--- src/rtl/lpt_pkg.sv ---
// Shared constants and control structs for the patience-sorting tail tracker.
package lpt_pkg;

  // Width of the reported length field on the result channel.
  localparam int unsigned LEN_OUT_W = 11;

  // Tail memory port strobes.
  typedef struct packed {
    logic we;
    logic re;
  } lpt_mem_ctl_t;

  // Result status from the search core.
  typedef struct packed {
    logic done;
    logic is_final;
    logic overflow;
  } lpt_result_t;

endpackage

--- src/rtl/lpt_core.sv ---
// Search sequencer: length tracking, lower-bound search and tail update.
module lpt_core #(
  parameter int unsigned MAX_LEN     = 1024,
  parameter int unsigned VALUE_WIDTH = 32,
  parameter int unsigned ADDR_W      = 10,
  parameter int unsigned LEN_W       = 11
) (
  input  logic                          clk_i,
  input  logic                          rst_ni,
  input  logic                          start_i,
  input  logic signed [VALUE_WIDTH-1:0] value_i,
  input  logic                          last_i,
  input  logic                          ack_i,
  output logic                          idle_o,
  output lpt_pkg::lpt_result_t          res_o,
  output logic [LEN_W-1:0]              len_o,
  output lpt_pkg::lpt_mem_ctl_t         mem_ctl_o,
  output logic [ADDR_W-1:0]             mem_waddr_o,
  output logic [VALUE_WIDTH-1:0]        mem_wdata_o,
  output logic [ADDR_W-1:0]             mem_raddr_o,
  input  logic [VALUE_WIDTH-1:0]        mem_rdata_i
);

  localparam logic [1:0] S_IDLE = 2'd0;
  localparam logic [1:0] S_CMP  = 2'd1;
  localparam logic [1:0] S_FIN  = 2'd2;

  localparam logic [LEN_W-1:0] LenMax = LEN_W'(MAX_LEN);
  localparam logic [LEN_W-1:0] LenOne = LEN_W'(1);

  logic [1:0]                    state_q, state_d;
  logic [LEN_W-1:0]              len_q, len_d;
  logic                          ovf_q, ovf_d;
  logic                          first_q, first_d;
  logic signed [VALUE_WIDTH-1:0] key_q, key_d;
  logic                          last_q, last_d;
  logic [ADDR_W-1:0]             lo_q, lo_d, hi_q, hi_d, mid_q, mid_d;

  logic [LEN_W-1:0]  len_m1;
  logic              tail_lt;
  logic [ADDR_W-1:0] lo_n, hi_n, mid_n;
  logic [ADDR_W:0]   mid_sum;

  assign len_m1  = len_q - LenOne;
  assign tail_lt = $signed(mem_rdata_i) < key_q;

  // Narrow the search window from the probed tail.
  always_comb begin
    if (first_q) begin
      lo_n = '0;
      hi_n = len_m1[ADDR_W-1:0];
    end else if (tail_lt) begin
      lo_n = mid_q + ADDR_W'(1);
      hi_n = hi_q;
    end else begin
      lo_n = lo_q;
      hi_n = mid_q;
    end
  end

  assign mid_sum = {1'b0, lo_n} + {1'b0, hi_n};
  assign mid_n   = mid_sum[ADDR_W:1];

  // Sequence one item: probe last tail (unless the store is empty), search, write back, hand off.
  always_comb begin
    state_d     = state_q;
    len_d       = len_q;
    ovf_d       = ovf_q;
    first_d     = first_q;
    key_d       = key_q;
    last_d      = last_q;
    lo_d        = lo_q;
    hi_d        = hi_q;
    mid_d       = mid_q;
    mem_ctl_o   = '0;
    mem_waddr_o = '0;
    mem_wdata_o = key_q;
    mem_raddr_o = mid_n;
    res_o       = '0;

    unique case (state_q)
      S_IDLE: begin
        if (start_i) begin
          key_d  = value_i;
          last_d = last_i;
          if (len_q == '0) begin
            mem_ctl_o.we = 1'b1;
            mem_wdata_o  = value_i;
            len_d        = LenOne;
            state_d      = S_FIN;
          end else begin
            mem_ctl_o.re = 1'b1;
            mem_raddr_o  = len_m1[ADDR_W-1:0];
            first_d      = 1'b1;
            state_d      = S_CMP;
          end
        end
      end
      S_CMP: begin
        if (first_q && tail_lt) begin
          // Append past the last tail, or flag a full store.
          if (len_q < LenMax) begin
            mem_ctl_o.we = 1'b1;
            mem_waddr_o  = len_q[ADDR_W-1:0];
            len_d        = len_q + LenOne;
          end else begin
            ovf_d = 1'b1;
          end
          state_d = S_FIN;
        end else if (lo_n == hi_n) begin
          // Replace the first tail not smaller than the key.
          mem_ctl_o.we = 1'b1;
          mem_waddr_o  = lo_n;
          state_d      = S_FIN;
        end else begin
          mem_ctl_o.re = 1'b1;
          lo_d         = lo_n;
          hi_d         = hi_n;
          mid_d        = mid_n;
          first_d      = 1'b0;
        end
      end
      S_FIN: begin
        res_o.done     = 1'b1;
        res_o.is_final = last_q;
        res_o.overflow = ovf_q;
        if (ack_i) begin
          state_d = S_IDLE;
          if (last_q) begin
            len_d = '0;
            ovf_d = 1'b0;
          end
        end
      end
      default: begin
        state_d = S_IDLE;
      end
    endcase
  end

  // Hold control state.
  always_ff @(posedge clk_i or negedge rst_ni) begin
    if (!rst_ni) begin
      state_q <= S_IDLE;
      len_q   <= '0;
      ovf_q   <= 1'b0;
      first_q <= 1'b0;
    end else begin
      state_q <= state_d;
      len_q   <= len_d;
      ovf_q   <= ovf_d;
      first_q <= first_d;
    end
  end

  // Hold the item and the search window.
  always_ff @(posedge clk_i) begin
    key_q  <= key_d;
    last_q <= last_d;
    lo_q   <= lo_d;
    hi_q   <= hi_d;
    mid_q  <= mid_d;
  end

  assign idle_o = (state_q == S_IDLE);
  assign len_o  = len_q;

endmodule

--- config.mk ---
export PLATFORM = sky130hd
export DESIGN_NAME = lpt_core
export DESIGN_NICKNAME = d
export VERILOG_FILES = /design/src/rtl/lpt_pkg.sv /design/src/rtl/lpt_core.sv
export SDC_FILE = /design/constraint.sdc
export NUM_CORES = 1
export LEC_CHECK = 0
export BUFFER_PORTS_ARGS = -buffer_cell sky130_fd_sc_hd__buf_4
export CORE_ASPECT_RATIO = 0.7
export CORE_UTILIZATION = 55
export CTS_BUF_LIST = sky130_fd_sc_hd__clkbuf_8 sky130_fd_sc_hd__clkbuf_16
export CTS_CLUSTER_DIAMETER = 30
export DETAILED_ROUTE_END_ITERATION = 12
export HOLD_SLACK_MARGIN = 0.15
export PLACE_DENSITY = 0.78
export SLEW_MARGIN = 15
export SYNTH_ARGS = -nofsm -noshare
export SYNTH_HDL_FRONTEND = slang
export SYNTH_SLANG_ARGS = --single-unit
--- constraint.sdc ---
create_clock -name clk_i -period 8.9 [get_ports clk_i]
set_clock_uncertainty 0.2 [all_clocks]
set_input_delay 1.78 -clock clk_i [delete_from_list [all_inputs] [get_ports clk_i]]
set_output_delay 1.78 -clock clk_i [all_outputs]
set_load 0.02 [all_outputs]
Word level (Yosys, flattened, before mapping)
Index checks and enable logic that the tools add are counted.

storage, ports and cells
  logic and storage cells = 90
  RAM bits = 0
  memories = 0
  memory bits (read-only) = 0
  flip-flop bits (word level) = 78
  latch bits = 0
  output and inout bits = 69
  input bits = 69

cells by class
  reduce and logical (&&, ||, !) cells = 12
  equality and inequality tests = 14
  magnitude comparators = 2
  mux-type cells = 47
  bitwise gates (word level) = 2
  shift-type cells = 0
  multiply operators = 0
  divide/modulo/power cells = 0
  add/subtract/negate cells = 4

operators by type and width
  cell                                                 number
  two-way mux 10 bit                                   11
  two-way mux 32 bit                                   3
  two-way mux 11 bit                                   6
  one-hot mux 11 bit (3 select lines)                  1
  less-than comparator 32 bit                          1
  inequality test 2 bit (second input constant)        9
  two-way mux 1 bit                                    15
  two-way mux 2 bit                                    6
  adder 10 x 10 -> 11 bit                              1
  adder 11 x 1 -> 11 bit (second input constant)       1
  zero test 11 bit                                     1
  less-than comparator 11 bit (second input constant)  1
  adder 10 x 1 -> 10 bit (second input constant)       1
  equality test 10 bit                                 1
  AND reduction 5 bit                                  2
  subtractor 10 x 1 -> 10 bit (second input constant)  1
  AND reduction 7 bit                                  1
  one-hot mux 2 bit (3 select lines)                   1
  AND reduction 3 bit                                  2
  one-hot mux 1 bit (2 select lines)                   2
  one-hot mux 2 bit (2 select lines)                   1
  nonzero test 2 bit                                   2
  two-way mux 3 bit                                    1
  inequality test 3 bit (second input constant)        1
  other kinds (8)                                      9

Depth between registers and ports, before layout
Gate-level depths: netlist of run 1.

  word-level depth = 7
  gate-level depth with buffers = 23

Least setup slack after synthesis of run 1
OpenSTA, ideal clock, no wires.

  path kind = input port to output port
  start point = input port mem_rdata_i[29]
  end point = output port mem_raddr_o[8]
  path buffers = 3
  stages = 17
  required time = 6.920 ns
  setup slack = 1.350 ns
  arrival = 5.570 ns
  cell sequence = ha_1 > a21o_1 > a21o_1 > a221o_1 > o21a_1 > nor3_4 > buf_6 > buf_2 > nor2_1 > a211oi_1 > ha_1 > clkbuf_1 > a21o_1 > a21o_1 > a21oi_1 > o311ai_1 > o211ai_1

between the ends
  cells in the longest elaborated chain, start to end = 7
  elaborated cells between the ends (all ways) = 9
  classes of those cells = add/sub: 1; order compare: 1; mux: 7

RTL lines
  what                           line            text
  start, declared                lpt_core.sv:21  input logic [VALUE_WIDTH-1:0] mem_rdata_i
  less-than comparator 32 bit *  lpt_core.sv:45  assign tail_lt = $signed(mem_rdata_i) < key_q;
  two-way mux 10 bit *           lpt_core.sv:52  end else if (tail_lt) begin
  two-way mux 10 bit *           lpt_core.sv:49  if (first_q) begin
  via lo_n[3]                    lpt_core.sv:41  logic [ADDR_W-1:0] lo_n, hi_n, mid_n;
  adder 10 x 10 -> 11 bit *      lpt_core.sv:61  assign mid_sum = {1'b0, lo_n} + {1'b0, hi_n};
  two-way mux 10 bit             lpt_core.sv:86  if (len_q == '0) begin
  two-way mux 10 bit             lpt_core.sv:83  if (start_i) begin
  two-way mux 10 bit *           lpt_core.sv:81  unique case (state_q)
  end, declared                  lpt_core.sv:20  output logic [ADDR_W-1:0] mem_raddr_o,

Mark *: on every way through the listed nets, which the timed path passes. The rest lies on a longest branch.

Worst setup path after layout of run 1
  start point = input port mem_rdata_i[31]
  end point = output port mem_raddr_o[5]

between the ends
  cells in the longest elaborated chain, start to end = 7
  elaborated cells between the ends (all ways) = 9
  classes of those cells = add/sub: 1; order compare: 1; mux: 7

RTL lines
  what                           line            text
  less-than comparator 32 bit *  lpt_core.sv:45
  two-way mux 10 bit *           lpt_core.sv:52
  two-way mux 10 bit *           lpt_core.sv:49
  via lo_n[3]                    lpt_core.sv:41
  adder 10 x 10 -> 11 bit *      lpt_core.sv:61
  via mid_sum[6]                 lpt_core.sv:42  logic [ADDR_W:0] mid_sum;
  two-way mux 10 bit             lpt_core.sv:86
  two-way mux 10 bit             lpt_core.sv:83
  two-way mux 10 bit *           lpt_core.sv:81

Marked as above.

==> results.ini, run 1 <==
[outcome]
status=completed

[route]
wl_per_cell_um=17.2
vias=4810
drt_wl_total_um=14300
drtAntennaViolNets=0
drt-initial-drc-count=345
viasPerCell=5.80
dr.pass1.iters=5
remaining_drc_errors=0

[critical_path]
critical_path_class=input pin to primary output
crit-reg2reg-launch=key_q[31]
worstPathArrival_ns=6.33
path_cells=buf_4 > ha_1 > nand4_2 > nor3_1 > a221o_1 > o21a_1 > nor3_4 > buf_4 > nor2_1 > a211oi_1 > ha_1 > a21o_1 > a21o_1 > a21oi_1 > o21ai_1 > xor2_1 > mux2_2 > buf_4
worstSetupEndpoint=mem_raddr_o[5]
path_common_cell=buf_4
rrSetupSlack_ns=3.71
timing.critical_path.from_type=input pin
crit_required_ns=6.92
worstReg2RegEnd=mid_q[8]
end_kind=primary output
r2r_cells=19
worst-path-stages=18
cpPeakStageDelay_ns=0.45
cp_max_fo=18
cp_slowest_cell=nor3_4
cp-startpoint=mem_rdata_i[31]
critPathTopFamily=compound AO/OA/AOI/OAI gates
path_buf_inv=3

[pwr]
peakVddDrop_uv=162
pwr_density_cell_mw_per_mm2=326
p_seq_share_pct=24.0
switchingPower_mw=1.00
clock_power_share_pct=17.4
power_frac_comb_pct=58.7
switching_share_pct=43.3
p_int_mw=1.31
leakagePower_nw=3.22

[synthesis]
syn-num-nets=680
synth_cell_types=65
netlist_top_cells_count=edfxtp_1, nor2_1, ha_1
synth_top_cell_by_area=edfxtp_1
synth.yosys.seq_area_share_pct=40.4
synth_edf_count=63
synthCells=562
synthArstFlopShare_pct=19.2
avgSynthCellArea_um2=10.0
netlist_top_cells_area=edfxtp_1, ha_1, mux2_2, dfrtp_1, nor2_1
syn_area_mm2=0.00562
yosysMostFrequentCell=edfxtp_1
yosysWarnings=0
synth_seq_cells=78
ys.flop_type=edfxtp_1
synth_top_area_share_pct=33.7

[global_routing]
grt_start_max_net_pins=37
grt_pass1_wl_um=22800
top_usage_layer=met2
use_met3_pct=6.97
met1_usage_pct=37.8
track_usage_pct=27.9
antenna_found_initial=0
grt_pass1_vias=4568
grt_use_met2_pct=44.5
grt-ovfl-total=0

[clock_tree]
post_cts_resized=0
clock-sinks=78
htreeDepth=3
ctsLongestPathBuffers=2
cts.clk_slew.worst_paths_ns=0.06
cts-root-buf=clkbuf_16
clk_latency_ns=0.35
cts_setup_buffers=0
postCtsHoldBufs=0
cts_inserted_buffers=9
cts_tree=built

[finish]
syn_to_final_growth_pct=26.5
layout.cells.non_filler=829
drive_gt1_share_pct=31.0
layout.nets=814
diodes=0

[timing]
final-max-slew-violation-count=0
worst_pin_slew_ns=0.848
finalCriticalPeriod_ns=8.31
fmax_ghz=0.120
grt_setup_unrepaired=false
finalSetupViolCount=0
period_share_pct=93.4
hold_viol_final=0
relSlewSlack_pct=43.3
tns_ns=0

[placed_design]
gp_congestion=0.947
place.detailed.hpwl_um=10800
dp.cells=813
io_buffers=137

[floorplan]
die_x_um=123
die_h_um=86.6
die_area_mm2=0.0106
initial_core_util_pct=57.3
pin_count=138
rows=30
core_area_mm2=0.00980

[job]
maxCapViolCount=0

[min_path]
worst_hold_path_type=flip-flop to flip-flop
holdCritStartpoint=ovf_q

## layer usage
layer | wire, um | up-vias | share of wire (%)
met2 | 6560 | 186 | 46
met3 | 1100 | 23 | 7.7
met1 | 6400 | 2268 | 45
li1 | - | 2333 | -
met5 | 0 | - | 0
met4 | 211 | 0 | 1.5
## metrics by stage
step                      total power [mW]  worst slack (ns)  utilization (%)  hold WS, ns  area (um^2)
after detailed placement              1.90             0.665             69.2        0.317         6780
after floorplan                       1.48              1.35                -        0.260         5620
after CTS                             2.31             0.643             72.5        0.343         7100
after global routing                  2.46             0.316             72.5        0.393         7100
final                                 2.31             0.589             72.5        0.349         7100
after global placement                1.87             0.814             69.2        0.290         6780
## sequential cells by signal, summed over array words and instances (netlist names)
signal	cells
state_q	2
first_q	1
ovf_q	1
len_o	11
last_q	1
lo_q	10
key_q	32
mid_q	10
hi_q	10
## cell usage in the layout (no fill, tap or decap), types with 3 or more instances in the layout
cell / count
nand3_1: 12
a211oi_1: 13
o21ai_1: 18
o211ai_1: 3
o31ai_2: 4
xnor2_1: 15
o21ai_2: 3
a31oi_1: 4
a21oi_1: 30
nor2b_1: 4
nand3b_1: 4
dfrtp_1: 15
inv_1: 43
xor2_1: 8
o21ai_0: 19
nor4_1: 4
a22o_1: 9
nor3_1: 5
buf_4: 147
edfxtp_1: 63
nor2_1: 52
and2_1: 7
clkbuf_16: 9
ha_1: 49
a21o_1: 7
mux2_2: 36
nand2b_1: 7
and3_1: 9
nand2_1: 48
mux2i_1: 6
nand4_1: 5
## cells by family (layout without fill, tap and decap cells)
group,count (synthesis),count (layout),share of synthesized area (%)
AO/OA/AOI/OAI,133,133,16.4
XOR/XNOR,23,23,3.59
flip-flops,78,78,40.4
buffers and inverters,65,204,4.74
AND/OR/NAND/NOR,171,171,15.5
adder cells (fa/ha/maj),49,49,10.9
multiplexers,43,43,8.49
## layout make-up
| cell class | count | area (um^2) |
|---|---|---|
| Sequential cell | 78 | 2270 |
| Clock inverter | 5 | 75.1 |
| Multi-Input combinational cell | 419 | 3090 |
| Clock buffer | 11 | 253 |
| Fill cell | 743 | 2690 |
| Inverter | 41 | 154 |
| Timing Repair Buffer | 147 | 1100 |
| Tap cell | 128 | 160 |
## power groups by stage
stage          clock (mW)  combinational, mW  sequential [mW]
2_1_floorplan           0              0.932            0.548
3_3_place_gp            0               1.31            0.558
3_5_place_dp            0               1.34            0.562
4_1_cts             0.408               1.35            0.555
5_1_grt             0.423               1.47            0.564
6_report            0.402               1.36            0.555
## worst min-delay path by stage
stage / to / slack [ns] / cells past startpoint
6_report: ovf_q / 0.35 / 2
3_5_place_dp: ovf_q / 0.32 / 2
3_3_place_gp: ovf_q / 0.29 / 2
2_1_floorplan: ovf_q / 0.26 / 2
5_1_grt: ovf_q / 0.39 / 2
4_1_cts: ovf_q / 0.34 / 2
## worst register-to-register path, stage by stage, from the launching register on
cell and delay [ns]:
edfxtp_1 0.34, inv_1 0.05, ha_1 0.36, nand4_2 0.19, nor3_1 0.08, a221o_1 0.39, o21a_1 0.25, nor3_4 0.45
buf_4 0.37, nor2_1 0.09, a211oi_1 0.43, ha_1 0.36, a21oi_1 0.13, nand2_1 0.08, a21oi_1 0.07, nor2b_1 0.17
inv_1 0.08, o311ai_1 0.51, a31oi_1 0.20, xnor2_1 0.15
No activity file was read; power rests on OpenSTA's default activity.
==> inputs of run 2 (changes only) <==
Clock period 8.9 ns to 8.2 ns, I/O delays scaled along.
==> run 2 against run 1 <==
Effect of this change: total power is 8.4% higher; non-clock buffer count is 4 higher; first-iteration DRC count is 4.1% lower; critical endpoint is now mem_waddr_o[8]; global-route usage is 1.3 points higher; count of clock-buffer cells in the layout is 2 lower; cell area stayed put; flip-flop and latch count stayed put; worst setup slack worse by 0.11 ns; final cell count is 0.36% higher.
==> results.ini, run 2 (synthesized netlist as in run 1, its figures left out) <==
[clock_tree]
post_cts_resized=0  ; unchanged
cts_tree=built
cts.clk_slew.worst_paths_ns=0.05  ; about the same
cts-root-buf=clkbuf_16
clock-sinks=78  ; unchanged
ctsLongestPathBuffers=2  ; unchanged
cts_setup_buffers=0  ; unchanged
cts_inserted_buffers=9  ; unchanged
clk_latency_ns=0.34  ; about the same
htreeDepth=3  ; unchanged
postCtsHoldBufs=0  ; unchanged

[global_routing]
antenna_found_initial=0  ; unchanged
track_usage_pct=29.3  ; +1.3 points
grt_pass1_vias=4619  ; +1.1%
grt_start_max_net_pins=37  ; unchanged
grt_pass1_wl_um=23400  ; +2.8%
grt-ovfl-total=0  ; unchanged

[pwr]
peakVddDrop_uv=202  ; +25%
power_mw=2.51  ; +8.4%
leakagePower_nw=3.23  ; +0.23%
pwr_density_cell_mw_per_mm2=353  ; +8.4%

[finish]
drive_gt1_share_pct=31.3  ; +0.29 points
seq_area_mm2=0.00227  ; unchanged
regMostFlops=key_q
fill_cells=742  ; -0.13%
multi_input_area_mm2=0.00309  ; -0.16%
final_common_cell=buf_4
design_area_mm2=0.00710  ; unchanged
diodes=0  ; unchanged
syn_to_final_growth_pct=26.5  ; unchanged
layout.cells.non_filler=832  ; +0.36%
largest_register_ffs=32  ; unchanged
mostFrequentLayoutCells=buf_4, edfxtp_1, nor2_1
layout.nets=818  ; +0.49%

[placed_design]
dp.cells=817  ; +0.49%
dpl_cell_area_mm2=0.00680  ; +0.37%
gp_congestion=0.891  ; -5.9%
io_buffers=137  ; unchanged
place.detailed.hpwl_um=11400  ; +5.6%

[floorplan]
rows=30  ; unchanged
initial_core_util_pct=57.3  ; unchanged
die_h_um=86.6  ; unchanged
die_area_mm2=0.0106  ; unchanged
die_x_um=123  ; unchanged
core_area_mm2=0.00980  ; unchanged
pin_count=138  ; unchanged

[route]
drt_wl_total_um=15000  ; +4.8%
dr.pass1.iters=5  ; unchanged
viasPerCell=5.83  ; +0.55%
remaining_drc_errors=0  ; unchanged
drt-initial-drc-count=331  ; -4.1%
vias=4854  ; +0.91%
drtAntennaViolNets=0  ; unchanged
wl_per_cell_um=18.0  ; +4.5%

[timing]
finalSetupViolCount=0  ; unchanged
final-max-slew-violation-count=0  ; unchanged
relSlewSlack_pct=22.3  ; -21 points
fmax_ghz=0.130
tns_ns=0  ; unchanged
grt_setup_unrepaired=false
hold_viol_final=0  ; unchanged
hold_ws_ns=0.334  ; -0.0144 ns
worst_pin_slew_ns=1.17  ; +0.317 ns
period_share_pct=94.1
finalCriticalPeriod_ns=7.72

[critical_path]
worstPathArrival_ns=5.88  ; -0.45 ns
end_kind=primary output
timing.critical_path.from_type=input pin
crit_required_ns=6.36  ; -0.56 ns
cp_max_fo=21  ; +3
critical_path_class=input pin to primary output

[min_path]
worst_hold_path_type=flip-flop to flip-flop

[job]
maxCapViolCount=0  ; unchanged

[outcome]
status=completed

==> run 2: final timing paths <==
check                                     start        endpoint  slack (ns)  cells past startpoint
worst max-delay path            mem_rdata_i[31]  mem_waddr_o[8]        0.48                     18
max in group asynchronous                rst_ni           ovf_q        6.67                      1
worst min register to register            ovf_q           ovf_q        0.33                      2
worst min-delay path                      ovf_q           ovf_q        0.33                      2
worst max register to register         key_q[9]         lo_q[8]        3.32                     19
min in group asynchronous                rst_ni        len_o[2]        0.95                      1
==> run 2: report_power, final <==
group          leakage (nW)  internal (mW)  switching, mW  total [mW]
Clock                 0.150          0.262          0.153       0.415
Combinational          2.30          0.597          0.877        1.47
Sequential            0.783          0.552         0.0667       0.619
==> run 2: worst max-delay path, stage by stage <==
cell     delay (ns)
buf_4          0.11
ha_1           0.40
nand4_2        0.19
nor3_1         0.08
a221o_1        0.41
o21a_1         0.26
nor3_4         0.27
buf_4          0.30
nand2_1        0.08
nand2_1        0.06
nor2_1         0.04
a21oi_1        0.30
ha_1           0.37
nor4_1         0.33
nand3_1        0.23
nor3_4         0.42
a22o_1         0.23
buf_4          0.15
==> run 2: per-stage QoR <==
step	worst slack [ns]	utilization, %
2_1_floorplan	0.930	-
3_3_place_gp	0.724	69.4
3_5_place_dp	0.599	69.4
4_1_cts	0.586	72.5
5_1_grt	0.137	72.5
6_report	0.483	72.5
==> run 2: metal layers <==
metal  vias to the layer above  GRT usage (%)  wire length [um]
met1                      2278           41.0              6810
met4                         0           6.98               224
li1                       2336              -                 -
met3                        25           6.58              1230
met5                         -              0                 0
met2                       215           46.0              6700
==> run 2: layout make-up <==
cell class / count / share of cell area, %
clock buffer: 9 / 3.17
clock inverter: 6 / 1.09
inverter: 41 / 2.17
multi-input combinational: 419 / 43.4
sequential: 78 / 31.9
tap: 128 / 2.25
timing repair buffer: 151 / 16.0
==> inputs of run 3 (changes only) <==
--- a/constraint.sdc
+++ b/constraint.sdc
@@ -4,2 +4,2 @@
 set_output_delay 1.64 -clock clk_i [all_outputs]
-set_load 0.02 [all_outputs]
+set_load 0.005 [all_outputs]
==> run 3 against run 2 <==
Effect of this change: non-clock buffer count increased by 4; count of clock-buffer cells in the layout stayed put; die area unchanged; largest cell class unchanged.
==> results.ini, run 3 (synthesized netlist as in run 1, its figures left out) <==
[outcome]
status=completed

[timing]
final-max-slew-violation-count=0  ; unchanged
relSlewSlack_pct=21.5  ; -0.82 points
finalCriticalPeriod_ns=7.73  ; +0.0134 ns
worst_pin_slew_ns=1.18  ; +0.0123 ns
period_share_pct=94.3  ; +0.16 points
hold_viol_final=0  ; unchanged
finalSetupViolCount=0  ; unchanged
tns_ns=0  ; unchanged
grt_setup_unrepaired=false
fmax_ghz=0.129  ; -0.17%

[finish]
mostFrequentLayoutCells=buf_4, edfxtp_1, nor2_1
regMostFlops=key_q
design_area_mm2=0.00711  ; about the same
largest_register_ffs=32  ; unchanged
fill_cells=735  ; -0.94%
syn_to_final_growth_pct=26.6  ; about the same
layout.nets=822  ; +0.49%
diodes=0  ; unchanged
drive_gt1_share_pct=31.7  ; +0.48 points
final_util_pct=72.6  ; about the same
final_common_cell=buf_4

[clock_tree]
clock-sinks=78  ; unchanged
cts_tree=built
clk_latency_ns=0.34  ; about the same
postCtsHoldBufs=0  ; unchanged
htreeDepth=3  ; unchanged
ctsLongestPathBuffers=2  ; unchanged
cts.clk_slew.worst_paths_ns=0.06  ; about the same
cts_inserted_buffers=9  ; unchanged
cts-root-buf=clkbuf_16

[global_routing]
use_met3_pct=8.09  ; +1.5 points
top_usage_layer=met2
grt_pass1_wl_um=23600  ; +0.79%
met1_usage_pct=40.1  ; -0.97 points
grt_pass1_vias=4616  ; -0.065%
antenna_found_initial=0  ; unchanged
track_usage_pct=29.4  ; +0.14 points
grt_start_max_net_pins=37  ; unchanged
grt-ovfl-total=0  ; unchanged
grt_use_met2_pct=46.5  ; +0.51 points

[pwr]
switching_share_pct=41.5  ; -2.2 points
leakagePower_nw=3.23  ; +0.13%
clock_power_share_pct=15.6  ; -0.9 points
switchingPower_uw=967  ; -12%
power_frac_comb_pct=57.8  ; -1.0 points
p_int_mw=1.36  ; -3.6%
peakVddDrop_uv=185  ; -8.8%
pwr_density_cell_mw_per_mm2=327  ; -7.3%
p_seq_share_pct=26.6  ; +1.9 points

[floorplan]
initial_core_util_pct=57.3  ; unchanged
die_x_um=123  ; unchanged
rows=30  ; unchanged
die_h_um=86.6  ; unchanged
pin_count=138  ; unchanged
core_area_mm2=0.00980  ; unchanged
die_area_mm2=0.0106  ; unchanged

[placed_design]
io_buffers=137  ; unchanged
dpl_cell_area_mm2=0.00681  ; +0.11%
place.detailed.hpwl_um=11600  ; +1.5%
gp_congestion=0.928  ; +4.2%

[route]
drtAntennaViolNets=0  ; unchanged
drt_wl_total_um=15200  ; +1.4%
drt-initial-drc-count=281  ; -15%
vias=4882  ; +0.58%
viasPerCell=5.83  ; about the same
remaining_drc_errors=0  ; unchanged
dr.pass1.iters=4  ; -1
wl_per_cell_um=18.1  ; +0.79%

[critical_path]
worstPathArrival_ns=5.89  ; about the same
r2r_cells=18  ; -1
cp_max_fo=15  ; -29%
crit_required_ns=6.36  ; about the same
critical_path_class=input pin to primary output
timing.critical_path.from_type=input pin
end_kind=primary output

[min_path]
worst_hold_path_type=flip-flop to flip-flop
holdPathStages=2  ; unchanged

[job]
maxCapViolCount=0  ; unchanged

run 3: cell types whose count changed in the layout (fill, tap and decap cells not counted):
cell,before,now
clkinv_1,2,1
inv_6,0,1
inv_1,41,42
bufinv_16,2,0
clkinvlp_4,0,2
buf_12,0,1
buf_4,151,154
run 3: path summary, 6_finish.rpt:
kind	start	end	slack, ns
setup / recovery	mem_rdata_i[11]	mem_waddr_o[7]	0.47
hold / removal	ovf_q	ovf_q	0.32
setup reg to reg	key_q[11]	hi_q[4]	3.28
hold reg to reg	ovf_q	ovf_q	0.32
max in group asynchronous	rst_ni	state_q[1]	6.68
min in group asynchronous	rst_ni	len_o[2]	0.94
run 3: power by group through the flow:
stage | sequential [mW] | combinational (mW) | clock, mW
after floorplan | 0.590 | 0.854 | 0
after global placement | 0.620 | 1.28 | 0
after detailed placement | 0.625 | 1.31 | 0
after CTS | 0.618 | 1.32 | 0.367
after global routing | 0.628 | 1.47 | 0.381
final | 0.619 | 1.35 | 0.363
run 3: what timing repair did:
item / 4_1_cts / 5_1_grt
resized for setup: 0 / 0
buffers inserted: 0 / 3
endpoints found under the setup margin: 0 / 1
run 3: cell type report:
class	count	area, um^2	share of cell area [%]
clock buffers	9	225	3.17
repair buffers	155	1180	16.5
flip-flops and latches	78	2270	31.9
multi-input cells	419	3090	43.4
well taps	128	160	2.25
clock inverters	7	41.3	0.581
inverters	41	154	2.16
run 3: stage by stage:
stage                     setup slack (ns)  hold WS [ns]  std cells  power [mW]
after floorplan                      0.997         0.260        562        1.44
after global placement               0.477         0.287        818        1.90
after detailed placement             0.328         0.303        818        1.94
after CTS                            0.307         0.319        834        2.30
after global routing                 0.203         0.360        837        2.48
final                                0.469         0.325        837        2.33
run 3: critical path, cell delays in order:
cell	delay, ns
buf_4	0.12
ha_1	0.31
a21oi_1	0.14
o21ai_1	0.09
a221o_1	0.44
a2111oi_2	0.59
nor3_4	0.11
buf_12	0.18
buf_4	0.17
mux2i_1	0.12
o21ai_0	0.34
ha_1	0.40
nor4_1	0.28
nand3_1	0.21
nor3_4	0.42
a22o_1	0.22
buf_4	0.11
run 3: routing by layer:
layer,share of wire (%),vias up,routed length [um]
li1,-,2347,-
met1,45,2340,6850
met2,45,181,6900
met3,8.3,14,1270
met4,1.1,0,162
met5,0,-,0
